**config.mk**
```make
export PLATFORM = sky130hd
export DESIGN_NAME = ascii_bitmap_point_parser_unit
export DESIGN_NICKNAME = d
export VERILOG_FILES = /design/src/hw/rtl/abpp_pkg.sv /design/src/hw/rtl/abpp_front.sv /design/src/hw/rtl/abpp_back.sv /design/src/hw/rtl/ascii_bitmap_point_parser_unit.sv
export SDC_FILE = /design/constraint.sdc
export NUM_CORES = 1
export LEC_CHECK = 0
export BUFFER_PORTS_ARGS = -buffer_cell sky130_fd_sc_hd__buf_2
export CELL_PAD_IN_SITES_DETAIL_PLACEMENT = 0
export CELL_PAD_IN_SITES_GLOBAL_PLACEMENT = 1
export CORE_UTILIZATION = 53
export DETAILED_ROUTE_END_ITERATION = 16
export GPL_ROUTABILITY_DRIVEN = 1
export GPL_TIMING_DRIVEN = 0
export PLACE_DENSITY = 0.94
export SLEW_MARGIN = 10
export SYNTH_ARGS = -nofsm -noshare
export SYNTH_HDL_FRONTEND = slang
export SYNTH_SLANG_ARGS = --single-unit
```
**constraint.sdc**
```tcl
create_clock -name clk -period 31 [get_ports clk]
set_clock_uncertainty 0.2 [all_clocks]
set_input_delay 1.55 -clock clk [delete_from_list [all_inputs] [get_ports clk]]
set_output_delay 1.55 -clock clk [all_outputs]
set_load 0.01 [all_outputs]
```
**src/hw/rtl/abpp_pkg.sv**
```systemverilog
`default_nettype none

package abpp_pkg;

    // Fixed format limits
    localparam int DIM_DIGITS    = 5;   // max digits in width or height
    localparam int MAX_CODE_BITS = 16;  // widest point number that decodes
    localparam int DIM_W         = 17;  // width/height/coordinate bits
    localparam int NUMBER_W      = 32;
    localparam int NBITS_W       = 6;
    localparam int TDATA_W       = 112;

    // Configuration register indexes
    localparam logic CFG_NUM_BITS  = 1'b0;
    localparam logic CFG_INIT_MODE = 1'b1;

    // Result kinds (m_tuser)
    localparam logic [1:0] EV_SIZE  = 2'd0;
    localparam logic [1:0] EV_POINT = 2'd1;
    localparam logic [1:0] EV_ERROR = 2'd2;
    localparam logic [1:0] EV_END   = 2'd3;

    // Error codes
    localparam logic [2:0] ERR_HASH_IN_MAGIC = 3'd0;
    localparam logic [2:0] ERR_MAGIC_LONG    = 3'd1;
    localparam logic [2:0] ERR_NOT_P1        = 3'd2;
    localparam logic [2:0] ERR_BAD_CHAR      = 3'd3;
    localparam logic [2:0] ERR_TOO_WIDE      = 3'd4;
    localparam logic [2:0] ERR_TOO_HIGH      = 3'd5;
    localparam logic [2:0] ERR_UNEXP_END     = 3'd6;

    typedef struct packed {
        logic [NBITS_W-1:0] num_bits;
        logic               init_mode;
    } cfg_t;

    // Classified request, as queued between front and back
    typedef struct packed {
        logic       eof;
        logic [7:0] byte_v;
        logic       is_hash;
        logic       is_space;
        logic       is_eol;
        logic       is_bit;
        logic       is_zero;
        logic       is_magic;
        logic       is_digit;
        logic       is_nzdigit;
        logic [3:0] digit;
    } entry_t;

    // Result payload; first member is the MSB, so img_width lands at bit 0
    typedef struct packed {
        logic                success;
        logic [2:0]          error_code;
        logic [NUMBER_W-1:0] point_number;
        logic                point_active;
        logic [DIM_W-1:0]    point_y;
        logic [DIM_W-1:0]    point_x;
        logic [DIM_W-1:0]    img_height;
        logic [DIM_W-1:0]    img_width;
    } result_t;

    localparam int RES_W = $bits(result_t);

endpackage

`default_nettype wire

```
**src/hw/rtl/abpp_front.sv**
```systemverilog
`default_nettype none

module abpp_front #(
    parameter int QUEUE_DEPTH = 4
) (
    input  wire logic            clk,
    input  wire logic            rst_n,
    input  wire logic            s_tvalid,
    output logic                 s_tready,
    input  wire logic [7:0]      s_tdata,
    input  wire logic            s_tuser,
    output logic                 q_valid,
    output abpp_pkg::entry_t     q_entry,
    input  wire logic            q_pop
);
    import abpp_pkg::*;

    localparam int PTR_W = $clog2(QUEUE_DEPTH);
    localparam int CNT_W = $clog2(QUEUE_DEPTH + 1);

    entry_t             q_mem [QUEUE_DEPTH];
    logic [PTR_W-1:0]   wr_ptr_reg, wr_ptr_next;
    logic [PTR_W-1:0]   rd_ptr_reg, rd_ptr_next;
    logic [CNT_W-1:0]   count_reg, count_next;
    entry_t             cls;
    logic               push;

    // byte classification
    always_comb
    begin
        cls            = '0;
        cls.eof        = s_tuser;
        cls.byte_v     = s_tdata;
        cls.is_hash    = (s_tdata == 8'h23);
        cls.is_space   = (s_tdata == 8'h20) || (s_tdata >= 8'h09 && s_tdata <= 8'h0D);
        cls.is_eol     = (s_tdata == 8'h0A) || (s_tdata == 8'h0D);
        cls.is_bit     = (s_tdata == 8'h30) || (s_tdata == 8'h31);
        cls.is_zero    = (s_tdata == 8'h30);
        cls.is_magic   = (s_tdata == 8'h50) || (s_tdata >= 8'h31 && s_tdata <= 8'h37);
        cls.is_digit   = (s_tdata >= 8'h30 && s_tdata <= 8'h39);
        cls.is_nzdigit = (s_tdata >= 8'h31 && s_tdata <= 8'h39);
        cls.digit      = s_tdata[3:0];
    end

    assign s_tready = (count_reg != CNT_W'(QUEUE_DEPTH));
    assign push     = s_tvalid && s_tready;
    assign q_valid  = (count_reg != '0);
    assign q_entry  = q_mem[rd_ptr_reg];

    always_comb
    begin
        wr_ptr_next = wr_ptr_reg;
        rd_ptr_next = rd_ptr_reg;
        count_next  = count_reg;
        if (push)
        begin
            wr_ptr_next = (wr_ptr_reg == PTR_W'(QUEUE_DEPTH - 1)) ? '0 : wr_ptr_reg + 1'b1;
        end
        if (q_pop)
        begin
            rd_ptr_next = (rd_ptr_reg == PTR_W'(QUEUE_DEPTH - 1)) ? '0 : rd_ptr_reg + 1'b1;
        end
        if (push && !q_pop)
        begin
            count_next = count_reg + 1'b1;
        end
        else if (q_pop && !push)
        begin
            count_next = count_reg - 1'b1;
        end
    end

    always_ff @(posedge clk or negedge rst_n)
    begin
        if (!rst_n)
        begin
            wr_ptr_reg <= '0;
            rd_ptr_reg <= '0;
            count_reg  <= '0;
        end
        else
        begin
            wr_ptr_reg <= wr_ptr_next;
            rd_ptr_reg <= rd_ptr_next;
            count_reg  <= count_next;
        end
    end

    always_ff @(posedge clk)
    begin
        if (push)
        begin
            q_mem[wr_ptr_reg] <= cls;
        end
    end

endmodule

`default_nettype wire

```
**src/hw/rtl/abpp_back.sv**
```systemverilog
`default_nettype none

module abpp_back (
    input  wire logic               clk,
    input  wire logic               rst_n,
    input  wire abpp_pkg::cfg_t     cfg,
    input  wire logic               q_valid,
    input  wire abpp_pkg::entry_t   q_entry,
    output logic                    q_pop,
    output logic                    out_valid,
    input  wire logic               out_ready,
    output logic [1:0]              out_kind,
    output abpp_pkg::result_t       out_res
);
    import abpp_pkg::*;

    localparam logic [3:0] ST_CORRUPTED = 4'd0;
    localparam logic [3:0] ST_MAGIC     = 4'd1;
    localparam logic [3:0] ST_FIND_W    = 4'd2;
    localparam logic [3:0] ST_READ_W    = 4'd3;
    localparam logic [3:0] ST_FIND_H    = 4'd4;
    localparam logic [3:0] ST_READ_H    = 4'd5;
    localparam logic [3:0] ST_PIXELS    = 4'd6;
    localparam logic [3:0] ST_FLAG      = 4'd7;
    localparam logic [3:0] ST_NUMBER    = 4'd8;
    localparam logic [3:0] ST_COMMENT   = 4'd9;
    localparam logic [3:0] ST_FINISHED  = 4'd10;

    logic [3:0]               state_reg, state_next;
    logic [3:0]               ret_reg, ret_next;
    logic [15:0]              magic_reg, magic_next;
    logic [DIM_W-1:0]         dval_reg, dval_next;
    logic [NBITS_W-1:0]       dcnt_reg, dcnt_next;
    logic [MAX_CODE_BITS-1:0] code_reg, code_next;
    logic [DIM_W-1:0]         img_w_reg, img_w_next;
    logic [DIM_W-1:0]         img_h_reg, img_h_next;
    logic [DIM_W-1:0]         row_reg, row_next;
    logic [DIM_W-1:0]         col_reg, col_next;
    logic [DIM_W-1:0]         hx_reg, hx_next;
    logic [DIM_W-1:0]         hy_reg, hy_next;
    logic                     hact_reg, hact_next;
    logic [NUMBER_W-1:0]      serial_reg, serial_next;

    logic                     out_valid_reg;
    logic [1:0]               out_kind_reg;
    result_t                  out_res_reg;

    logic                     produce;
    logic [1:0]               kind;
    result_t                  res;

    logic [DIM_W-1:0]         col_inc, row_inc, col_adv, row_adv, dval_x10;
    logic                     wrap, adv_done;
    logic [NBITS_W-1:0]       dcnt_inc;
    logic [MAX_CODE_BITS-1:0] code_new;
    logic                     slot_free;

    // pixel walk step
    assign col_inc  = col_reg + 1'b1;
    assign row_inc  = row_reg + 1'b1;
    assign wrap     = (col_inc == img_w_reg);
    assign adv_done = wrap && (row_inc == img_h_reg);
    assign col_adv  = wrap ? '0 : col_inc;
    assign row_adv  = wrap ? row_inc : row_reg;

    assign dcnt_inc = dcnt_reg + 1'b1;
    assign dval_x10 = (dval_reg << 3) + (dval_reg << 1);
    assign code_new = {code_reg[MAX_CODE_BITS-2:0], q_entry.is_zero};

    always_comb
    begin
        state_next  = state_reg;
        ret_next    = ret_reg;
        magic_next  = magic_reg;
        dval_next   = dval_reg;
        dcnt_next   = dcnt_reg;
        code_next   = code_reg;
        img_w_next  = img_w_reg;
        img_h_next  = img_h_reg;
        row_next    = row_reg;
        col_next    = col_reg;
        hx_next     = hx_reg;
        hy_next     = hy_reg;
        hact_next   = hact_reg;
        serial_next = serial_reg;
        produce     = 1'b0;
        kind        = EV_SIZE;
        res         = '0;

        if (q_valid)
        begin
            if (q_entry.eof)
            begin
                produce     = 1'b1;
                kind        = EV_END;
                res.success = (state_reg == ST_FINISHED);
                state_next  = ST_MAGIC;
                ret_next    = ST_CORRUPTED;
                magic_next  = '0;
                dval_next   = '0;
                dcnt_next   = '0;
                code_next   = '0;
                img_w_next  = '0;
                img_h_next  = '0;
                row_next    = '0;
                col_next    = '0;
                hx_next     = '0;
                hy_next     = '0;
                hact_next   = 1'b1;
                serial_next = '0;
            end
            else if (state_reg == ST_CORRUPTED || state_reg >= ST_FINISHED)
            begin
                // parser is parked until end of file
            end
            else if (q_entry.is_hash)
            begin
                if (state_reg == ST_MAGIC)
                begin
                    produce        = 1'b1;
                    kind           = EV_ERROR;
                    res.error_code = ERR_HASH_IN_MAGIC;
                    state_next     = ST_CORRUPTED;
                end
                else if (state_reg != ST_COMMENT)
                begin
                    ret_next   = state_reg;
                    state_next = ST_COMMENT;
                end
            end
            else
            begin
                unique case (state_reg)
                    ST_MAGIC:
                    begin
                        if (q_entry.is_magic)
                        begin
                            magic_next = {magic_reg[7:0], q_entry.byte_v};
                            dcnt_next  = dcnt_inc;
                            if (dcnt_inc > NBITS_W'(2))
                            begin
                                produce        = 1'b1;
                                kind           = EV_ERROR;
                                res.error_code = ERR_MAGIC_LONG;
                                state_next     = ST_CORRUPTED;
                            end
                        end
                        else if (q_entry.is_space)
                        begin
                            if (dcnt_reg == NBITS_W'(2) && magic_reg == 16'h5031)
                            begin
                                magic_next = '0;
                                dcnt_next  = '0;
                                state_next = ST_FIND_W;
                            end
                            else
                            begin
                                produce        = 1'b1;
                                kind           = EV_ERROR;
                                res.error_code = ERR_NOT_P1;
                                state_next     = ST_CORRUPTED;
                            end
                        end
                        else
                        begin
                            produce        = 1'b1;
                            kind           = EV_ERROR;
                            res.error_code = ERR_BAD_CHAR;
                            state_next     = ST_CORRUPTED;
                        end
                    end
                    ST_FIND_W, ST_FIND_H:
                    begin
                        if (q_entry.is_nzdigit)
                        begin
                            dval_next  = DIM_W'(q_entry.digit);
                            dcnt_next  = NBITS_W'(1);
                            state_next = state_reg + 1'b1;
                        end
                        else if (!q_entry.is_space)
                        begin
                            produce        = 1'b1;
                            kind           = EV_ERROR;
                            res.error_code = ERR_BAD_CHAR;
                            state_next     = ST_CORRUPTED;
                        end
                    end
                    ST_READ_W, ST_READ_H:
                    begin
                        if (q_entry.is_digit)
                        begin
                            dcnt_next = dcnt_inc;
                            if (dcnt_inc > NBITS_W'(DIM_DIGITS))
                            begin
                                produce        = 1'b1;
                                kind           = EV_ERROR;
                                res.error_code = (state_reg == ST_READ_W) ? ERR_TOO_WIDE
                                                                          : ERR_TOO_HIGH;
                                state_next     = ST_CORRUPTED;
                            end
                            else
                            begin
                                dval_next = dval_x10 + DIM_W'(q_entry.digit);
                            end
                        end
                        else if (q_entry.is_space)
                        begin
                            dcnt_next = '0;
                            if (state_reg == ST_READ_W)
                            begin
                                img_w_next = dval_reg;
                                state_next = ST_FIND_H;
                            end
                            else
                            begin
                                img_h_next     = dval_reg;
                                state_next     = ST_PIXELS;
                                produce        = 1'b1;
                                kind           = EV_SIZE;
                                res.img_width  = img_w_reg;
                                res.img_height = dval_reg;
                            end
                        end
                        else
                        begin
                            produce        = 1'b1;
                            kind           = EV_ERROR;
                            res.error_code = ERR_BAD_CHAR;
                            state_next     = ST_CORRUPTED;
                        end
                    end
                    ST_PIXELS:
                    begin
                        if (q_entry.is_bit)
                        begin
                            if (q_entry.is_zero)
                            begin
                                hx_next    = col_reg;
                                hy_next    = row_reg;
                                state_next = ST_FLAG;
                            end
                            col_next = col_adv;
                            row_next = row_adv;
                            if (adv_done)
                            begin
                                state_next = ST_FINISHED;
                            end
                        end
                        else if (!q_entry.is_space)
                        begin
                            produce        = 1'b1;
                            kind           = EV_ERROR;
                            res.error_code = ERR_BAD_CHAR;
                            state_next     = ST_CORRUPTED;
                        end
                    end
                    ST_FLAG:
                    begin
                        if (q_entry.is_bit)
                        begin
                            hact_next  = cfg.init_mode | q_entry.is_zero;
                            state_next = ST_NUMBER;
                            dcnt_next  = '0;
                            code_next  = '0;
                            col_next   = col_adv;
                            row_next   = row_adv;
                            if (adv_done)
                            begin
                                produce        = 1'b1;
                                kind           = EV_ERROR;
                                res.error_code = ERR_UNEXP_END;
                                state_next     = ST_CORRUPTED;
                            end
                        end
                        else if (!q_entry.is_space)
                        begin
                            produce        = 1'b1;
                            kind           = EV_ERROR;
                            res.error_code = ERR_BAD_CHAR;
                            state_next     = ST_CORRUPTED;
                        end
                    end
                    ST_NUMBER:
                    begin
                        if (q_entry.is_bit)
                        begin
                            code_next = code_new;
                            dcnt_next = dcnt_inc;
                            col_next  = col_adv;
                            row_next  = row_adv;
                            if (dcnt_inc == cfg.num_bits)
                            begin
                                produce          = 1'b1;
                                kind             = EV_POINT;
                                res.point_x      = hx_reg;
                                res.point_y      = hy_reg;
                                res.point_active = hact_reg;
                                if (cfg.init_mode)
                                begin
                                    serial_next      = serial_reg + 1'b1;
                                    res.point_number = serial_reg + 1'b1;
                                end
                                else if (cfg.num_bits == '0 ||
                                         cfg.num_bits > NBITS_W'(MAX_CODE_BITS))
                                begin
                                    res.point_number = '0;
                                end
                                else
                                begin
                                    res.point_number = NUMBER_W'(code_new);
                                end
                                dcnt_next  = '0;
                                code_next  = '0;
                                state_next = adv_done ? ST_FINISHED : ST_PIXELS;
                            end
                            else if (adv_done)
                            begin
                                produce        = 1'b1;
                                kind           = EV_ERROR;
                                res.error_code = ERR_UNEXP_END;
                                state_next     = ST_CORRUPTED;
                            end
                        end
                        else if (!q_entry.is_space)
                        begin
                            produce        = 1'b1;
                            kind           = EV_ERROR;
                            res.error_code = ERR_BAD_CHAR;
                            state_next     = ST_CORRUPTED;
                        end
                    end
                    ST_COMMENT:
                    begin
                        if (q_entry.is_eol)
                        begin
                            state_next = ret_reg;
                        end
                    end
                    default:
                    begin
                    end
                endcase
            end
        end
    end

    // a request that yields nothing retires even while the output slot is full
    assign slot_free = !out_valid_reg || out_ready;
    assign q_pop     = q_valid && (!produce || slot_free);

    always_ff @(posedge clk or negedge rst_n)
    begin
        if (!rst_n)
        begin
            state_reg     <= ST_MAGIC;
            ret_reg       <= ST_CORRUPTED;
            magic_reg     <= '0;
            dval_reg      <= '0;
            dcnt_reg      <= '0;
            code_reg      <= '0;
            img_w_reg     <= '0;
            img_h_reg     <= '0;
            row_reg       <= '0;
            col_reg       <= '0;
            hx_reg        <= '0;
            hy_reg        <= '0;
            hact_reg      <= 1'b1;
            serial_reg    <= '0;
            out_valid_reg <= 1'b0;
        end
        else
        begin
            if (q_pop)
            begin
                state_reg  <= state_next;
                ret_reg    <= ret_next;
                magic_reg  <= magic_next;
                dval_reg   <= dval_next;
                dcnt_reg   <= dcnt_next;
                code_reg   <= code_next;
                img_w_reg  <= img_w_next;
                img_h_reg  <= img_h_next;
                row_reg    <= row_next;
                col_reg    <= col_next;
                hx_reg     <= hx_next;
                hy_reg     <= hy_next;
                hact_reg   <= hact_next;
                serial_reg <= serial_next;
            end
            if (q_pop && produce)
            begin
                out_valid_reg <= 1'b1;
            end
            else if (out_ready)
            begin
                out_valid_reg <= 1'b0;
            end
        end
    end

    always_ff @(posedge clk)
    begin
        if (q_pop && produce)
        begin
            out_kind_reg <= kind;
            out_res_reg  <= res;
        end
    end

    assign out_valid = out_valid_reg;
    assign out_kind  = out_kind_reg;
    assign out_res   = out_res_reg;

endmodule

`default_nettype wire

```
**src/hw/rtl/ascii_bitmap_point_parser_unit.sv**
```systemverilog
// Plain-bitmap (P1) point parser, one file byte per request.
// An accepted request is written into the queue, then the parse step puts any result it yields
//   into the output register, which drives m_tvalid.
// Throughput: one request per cycle while the output register is free or being read;
//   requests that yield no result retire even while the output register is held.
// Reset: rst_n asynchronous, active low; parser back to magic search, queue and output
//   emptied, num_bits = 10, init_mode = 0.
`default_nettype none

module ascii_bitmap_point_parser_unit #(
    parameter int QUEUE_DEPTH = 4   // classified requests buffered, 2 or more
) (
    input  wire logic                         clk,
    input  wire logic                         rst_n,

    // request stream
    input  wire logic                         s_tvalid,
    output logic                              s_tready,
    input  wire logic [7:0]                   s_tdata,   // [7:0] byte_req
    input  wire logic                         s_tuser,   // [0] op (1 = end of file)

    // result stream
    output logic                              m_tvalid,
    input  wire logic                         m_tready,
    // [16:0] img_width, [33:17] img_height, [50:34] point_x, [67:51] point_y,
    // [68] point_active, [100:69] point_number, [103:101] error_code,
    // [104] success, [111:105] zero
    output logic [abpp_pkg::TDATA_W-1:0]      m_tdata,
    output logic [1:0]                        m_tuser,   // [1:0] event_kind

    // configuration writes
    input  wire logic                         cfg_we,
    input  wire logic                         cfg_index, // 0 num_bits, 1 init_mode
    input  wire logic [abpp_pkg::NBITS_W-1:0] cfg_wdata
);
    import abpp_pkg::*;

    cfg_t       cfg_reg;
    logic       q_valid;
    entry_t     q_entry;
    logic       q_pop;
    result_t    out_res;

    // Config registers; the user must write them only while the block is idle, not enforced here.
    always_ff @(posedge clk or negedge rst_n)
    begin
        if (!rst_n)
        begin
            cfg_reg.num_bits  <= NBITS_W'(10);
            cfg_reg.init_mode <= 1'b0;
        end
        else if (cfg_we)
        begin
            unique case (cfg_index)
                CFG_NUM_BITS:  cfg_reg.num_bits  <= cfg_wdata;
                CFG_INIT_MODE: cfg_reg.init_mode <= cfg_wdata[0];
                default:       cfg_reg           <= cfg_reg;
            endcase
        end
    end

    // Front end: classify each byte, queue it.
    abpp_front #(
        .QUEUE_DEPTH (QUEUE_DEPTH)
    ) u_front (
        .clk      (clk),
        .rst_n    (rst_n),
        .s_tvalid (s_tvalid),
        .s_tready (s_tready),
        .s_tdata  (s_tdata),
        .s_tuser  (s_tuser),
        .q_valid  (q_valid),
        .q_entry  (q_entry),
        .q_pop    (q_pop)
    );

    // Back end: parse state machine plus output register.
    abpp_back u_back (
        .clk       (clk),
        .rst_n     (rst_n),
        .cfg       (cfg_reg),
        .q_valid   (q_valid),
        .q_entry   (q_entry),
        .q_pop     (q_pop),
        .out_valid (m_tvalid),
        .out_ready (m_tready),
        .out_kind  (m_tuser),
        .out_res   (out_res)
    );

    assign m_tdata = {{(TDATA_W - RES_W){1'b0}}, out_res};

endmodule

`default_nettype wire

```
==> results_dict.tcl <==
set metrics [dict create \
    slowest_stage "nor4_2" \
    crit_type "reg -> reg" \
    die-area_sq_um 38800 \
    hold-path-endpoint "u_back.hy_reg[9]" \
    hold_buffers 0 \
    synthTopCellsByCount "dfrtp_1 (208), edfxtp_1 (175), nand2_1 (169)" \
    coreArea_sq_um 37600 \
    multi_input_area_sq_um 8750 \
    synth_top_area_share_pct 26.1 \
    clkPwrFrac_pct 22.5 \
    cts_buffer_depth 3 \
    min_period_ns 5.71 \
    setup-tns-final_ns 0 \
    htree_levels 2 \
    numCtsBuffers 41 \
    synth_flop_cell "dfrtp_1" \
    worstPathRequired_ns 31.06 \
    cts_tree "built" \
    cp_cell_sequence "ha_1, nand2_1, nor4_2, o211ai_1, a2111oi_0, nand4_1, nor3_2, a31oi_1, nor3_2, buf_6, buf_4, buf_4, buf_4, buf_4, buf_4" \
    fp.dieH_um 197 \
    drtPass1Iterations 6 \
    num-fill-cells 3078 \
    holdWs_ns 0.304 \
    post_dp_cell_area_sq_um 21600 \
    worstHoldStart "u_back.hy_reg[9]" \
    critical-path-max-stage-delay_ns 0.65 \
    routed_wl_mm 49.6 \
    drive_gt1_share_pct 17.9 \
    timing.fmax_ghz 0.175 \
    ff_latch_area_sq_um 10600 \
    switching_power_mw 0.857 \
    routedWlPerCell_um 19.3 \
    wl_met1_mm 22.2 \
    fin_area_sq_um 23000 \
    min_path_cells 1 \
    synth.most_common_cell "dfrtp_1" \
    grt_pass1_vias 14400 \
    total_power_mw 2.21 \
    vias 14700 \
    antenna_left 0 \
    r2r_slack_ns 25.29 \
    syn_to_final_growth_pct 13.9 \
    ys_seq_area_share_pct 52.4 \
    synthesis.area_sq_um 20200 \
    rsz0062_at_grt "no" \
    cp-start-kind "flop" \
    p_leak_nw 9.48 \
    timing.final.crit_share_pct 18.4 \
    setup_ws_ns 25.29 \
    grt_pass1_wl_mm 79.5 \
    synth_cell_types 89 \
    status "complete, no violations" \
    clk_pin_slew_ns 0.06 \
    worst_path_most_repeated_cell "buf_4" \
    synth_seq_cells 387 \
    rr_endpoint "u_back.out_res[37]" \
    synthCells 1842 \
    yosysWarningCount 0 \
    hpwlAfterDp_mm 35.7 \
    cts_setup_buffers 0 \
    cts.sinks 387 \
    met3_length_mm 2.68 \
    internal-power_mw 1.35 \
    slew_violations 0 \
    vias_per_cell 5.70 \
    grt_overflow 0 \
    worst-slew-pin-transition_ns 0.976 \
    dp.cells 2499 \
    drc 0 \
    synth_async_sr_flop_share_pct 54.8 \
    insertion_delay_ns 0.57 \
    p_comb_share_pct 41.9 \
    synth_edf_count 175 \
    layout.cells.non_filler 2575 \
    hold_class "reg -> reg" \
    antenna_found_initial 0 \
    pre_cts_slack_ns 25.35 \
    top_layer "met4" \
    synth_area_leaders "edfxtp_1 (26%), dfrtp_1 (26%), mux2_2 (4.2%)" \
    maxCapViolCount 0 \
    finalSetupViolCount 0 \
    slew_headroom_pct 34.9 \
    first_iter_violations 919 \
    io_pins 137 \
    rows 71 \
    cts-root-buf "clkbuf_16" \
    grt_max_degree 109 \
    r2r_cells 15 \
    worstPathMaxFanout 14 \
    diodes 0 \
    seqPwrFrac_pct 35.6 \
    met2_length_mm 23.6 \
    routabilityCongestion 0.950 \
    port_buffers 129 \
    finalNetCount 2100 \
    yosysTopAreaCell "edfxtp_1" \
    largest_reg_flops 105 \
    finalHoldViolCount 0 \
    post-route-util_pct 61.1 \
    cts_resized 0 \
    ir_drop_v 0.0000709 \
    sw_frac_of_total_pct 38.7 \
    rr_startpoint "u_back.row_reg[0]" \
    worstPathArrival_ns 5.77 \
    grt.total_usage_pct 26.2 \
    cp-end-kind "flop" \
    initial_utilization_pct 53.6 \
    power.density_nw_per_um2 96.3 \
    avgSynthCellArea_sq_um 10.9 \
    fp.dieW_um 197 \
]
placed cells by master (no fill, tap or decap), types with 7 or more instances in the layout:
cell type / instances
a211o_1: 9
a21o_1: 7
a21oi_1: 51
a31oi_1: 11
and2_1: 98
and3_1: 19
buf_2: 149
buf_4: 22
buf_6: 9
clkbuf_1: 67
clkbuf_16: 43
clkinv_1: 9
conb_1: 7
dfrtp_1: 208
edfxtp_1: 175
ha_1: 45
inv_1: 94
mux2_2: 76
mux2i_1: 78
mux4_2: 15
nand2_1: 169
nand2b_1: 18
nand3_1: 53
nand4_1: 18
nor2_1: 131
nor2b_1: 17
nor3_1: 21
nor4_1: 17
o21ai_0: 116
o31ai_1: 39
o41ai_1: 7
or2_2: 7
or3_1: 15
xnor2_1: 57
xor2_1: 39
worst max-delay path: cells and delay by family (launching register included):
kind                       cells  cell delay, ns
adders and majority gates      1            0.41
and+or+nand+nor                5            2.06
DFF                            1            0.51
buffers and inverters          6            1.42
AOI/OAI and AO/OA              3            0.80
power by group through the flow:
stage | clock network [mW] | registers, mW | logic [mW]
after floorplan | 0 | 0.862 | 0.572
after global placement | 0 | 0.852 | 0.870
after detailed placement | 0 | 0.796 | 0.923
after CTS | 0.505 | 0.788 | 0.930
after global routing | 0.527 | 0.801 | 1.01
final | 0.498 | 0.786 | 0.927
layout make-up:
class                      count  area share, %
buffer                       106           2.30
clock buffer                  51           4.90
clock inverter                25           1.05
inverter                      94           1.54
multi-input combinational   1261           38.1
sequential                   387           46.0
tap                          511           2.78
timing repair buffer         140           3.35
cells by family (layout without fill, tap and decap cells):
kind of cell    count (synthesis)  in the layout  synth area share (%)
other cells                     1              7                0.0186
mux                           170            170                  9.87
xor+xnor                       96             96                  4.17
buf+inv                       200            416                  4.37
flops                         387            387                  52.4
simple gates                  624            624                  15.8
fa+ha+maj                      48             48                  3.09
compound gates                316            316                  10.3
worst max-delay path by stage:
stage,from,to,slack (ns),cells after the start
floorplan,u_back.row_reg[0],u_back.out_valid,20.30,10
global placement,u_back.row_reg[0],u_back.out_valid,16.25,10
detailed placement,u_back.row_reg[0],u_back.out_res[38],25.35,15
CTS,u_back.row_reg[0],u_back.out_res[38],25.29,15
global route,u_back.row_reg[0],u_back.out_res[37],24.97,15
finish,u_back.row_reg[0],u_back.out_res[37],25.29,15
routing by layer:
metal / track usage (%) / vias to the layer above
li1: - / 6964
met4: 7.58 / 0
met3: 4.40 / 77
met1: 36.2 / 7193
met5: 0 / -
met2: 42.6 / 431
Power figures use the tool's default switching activity.
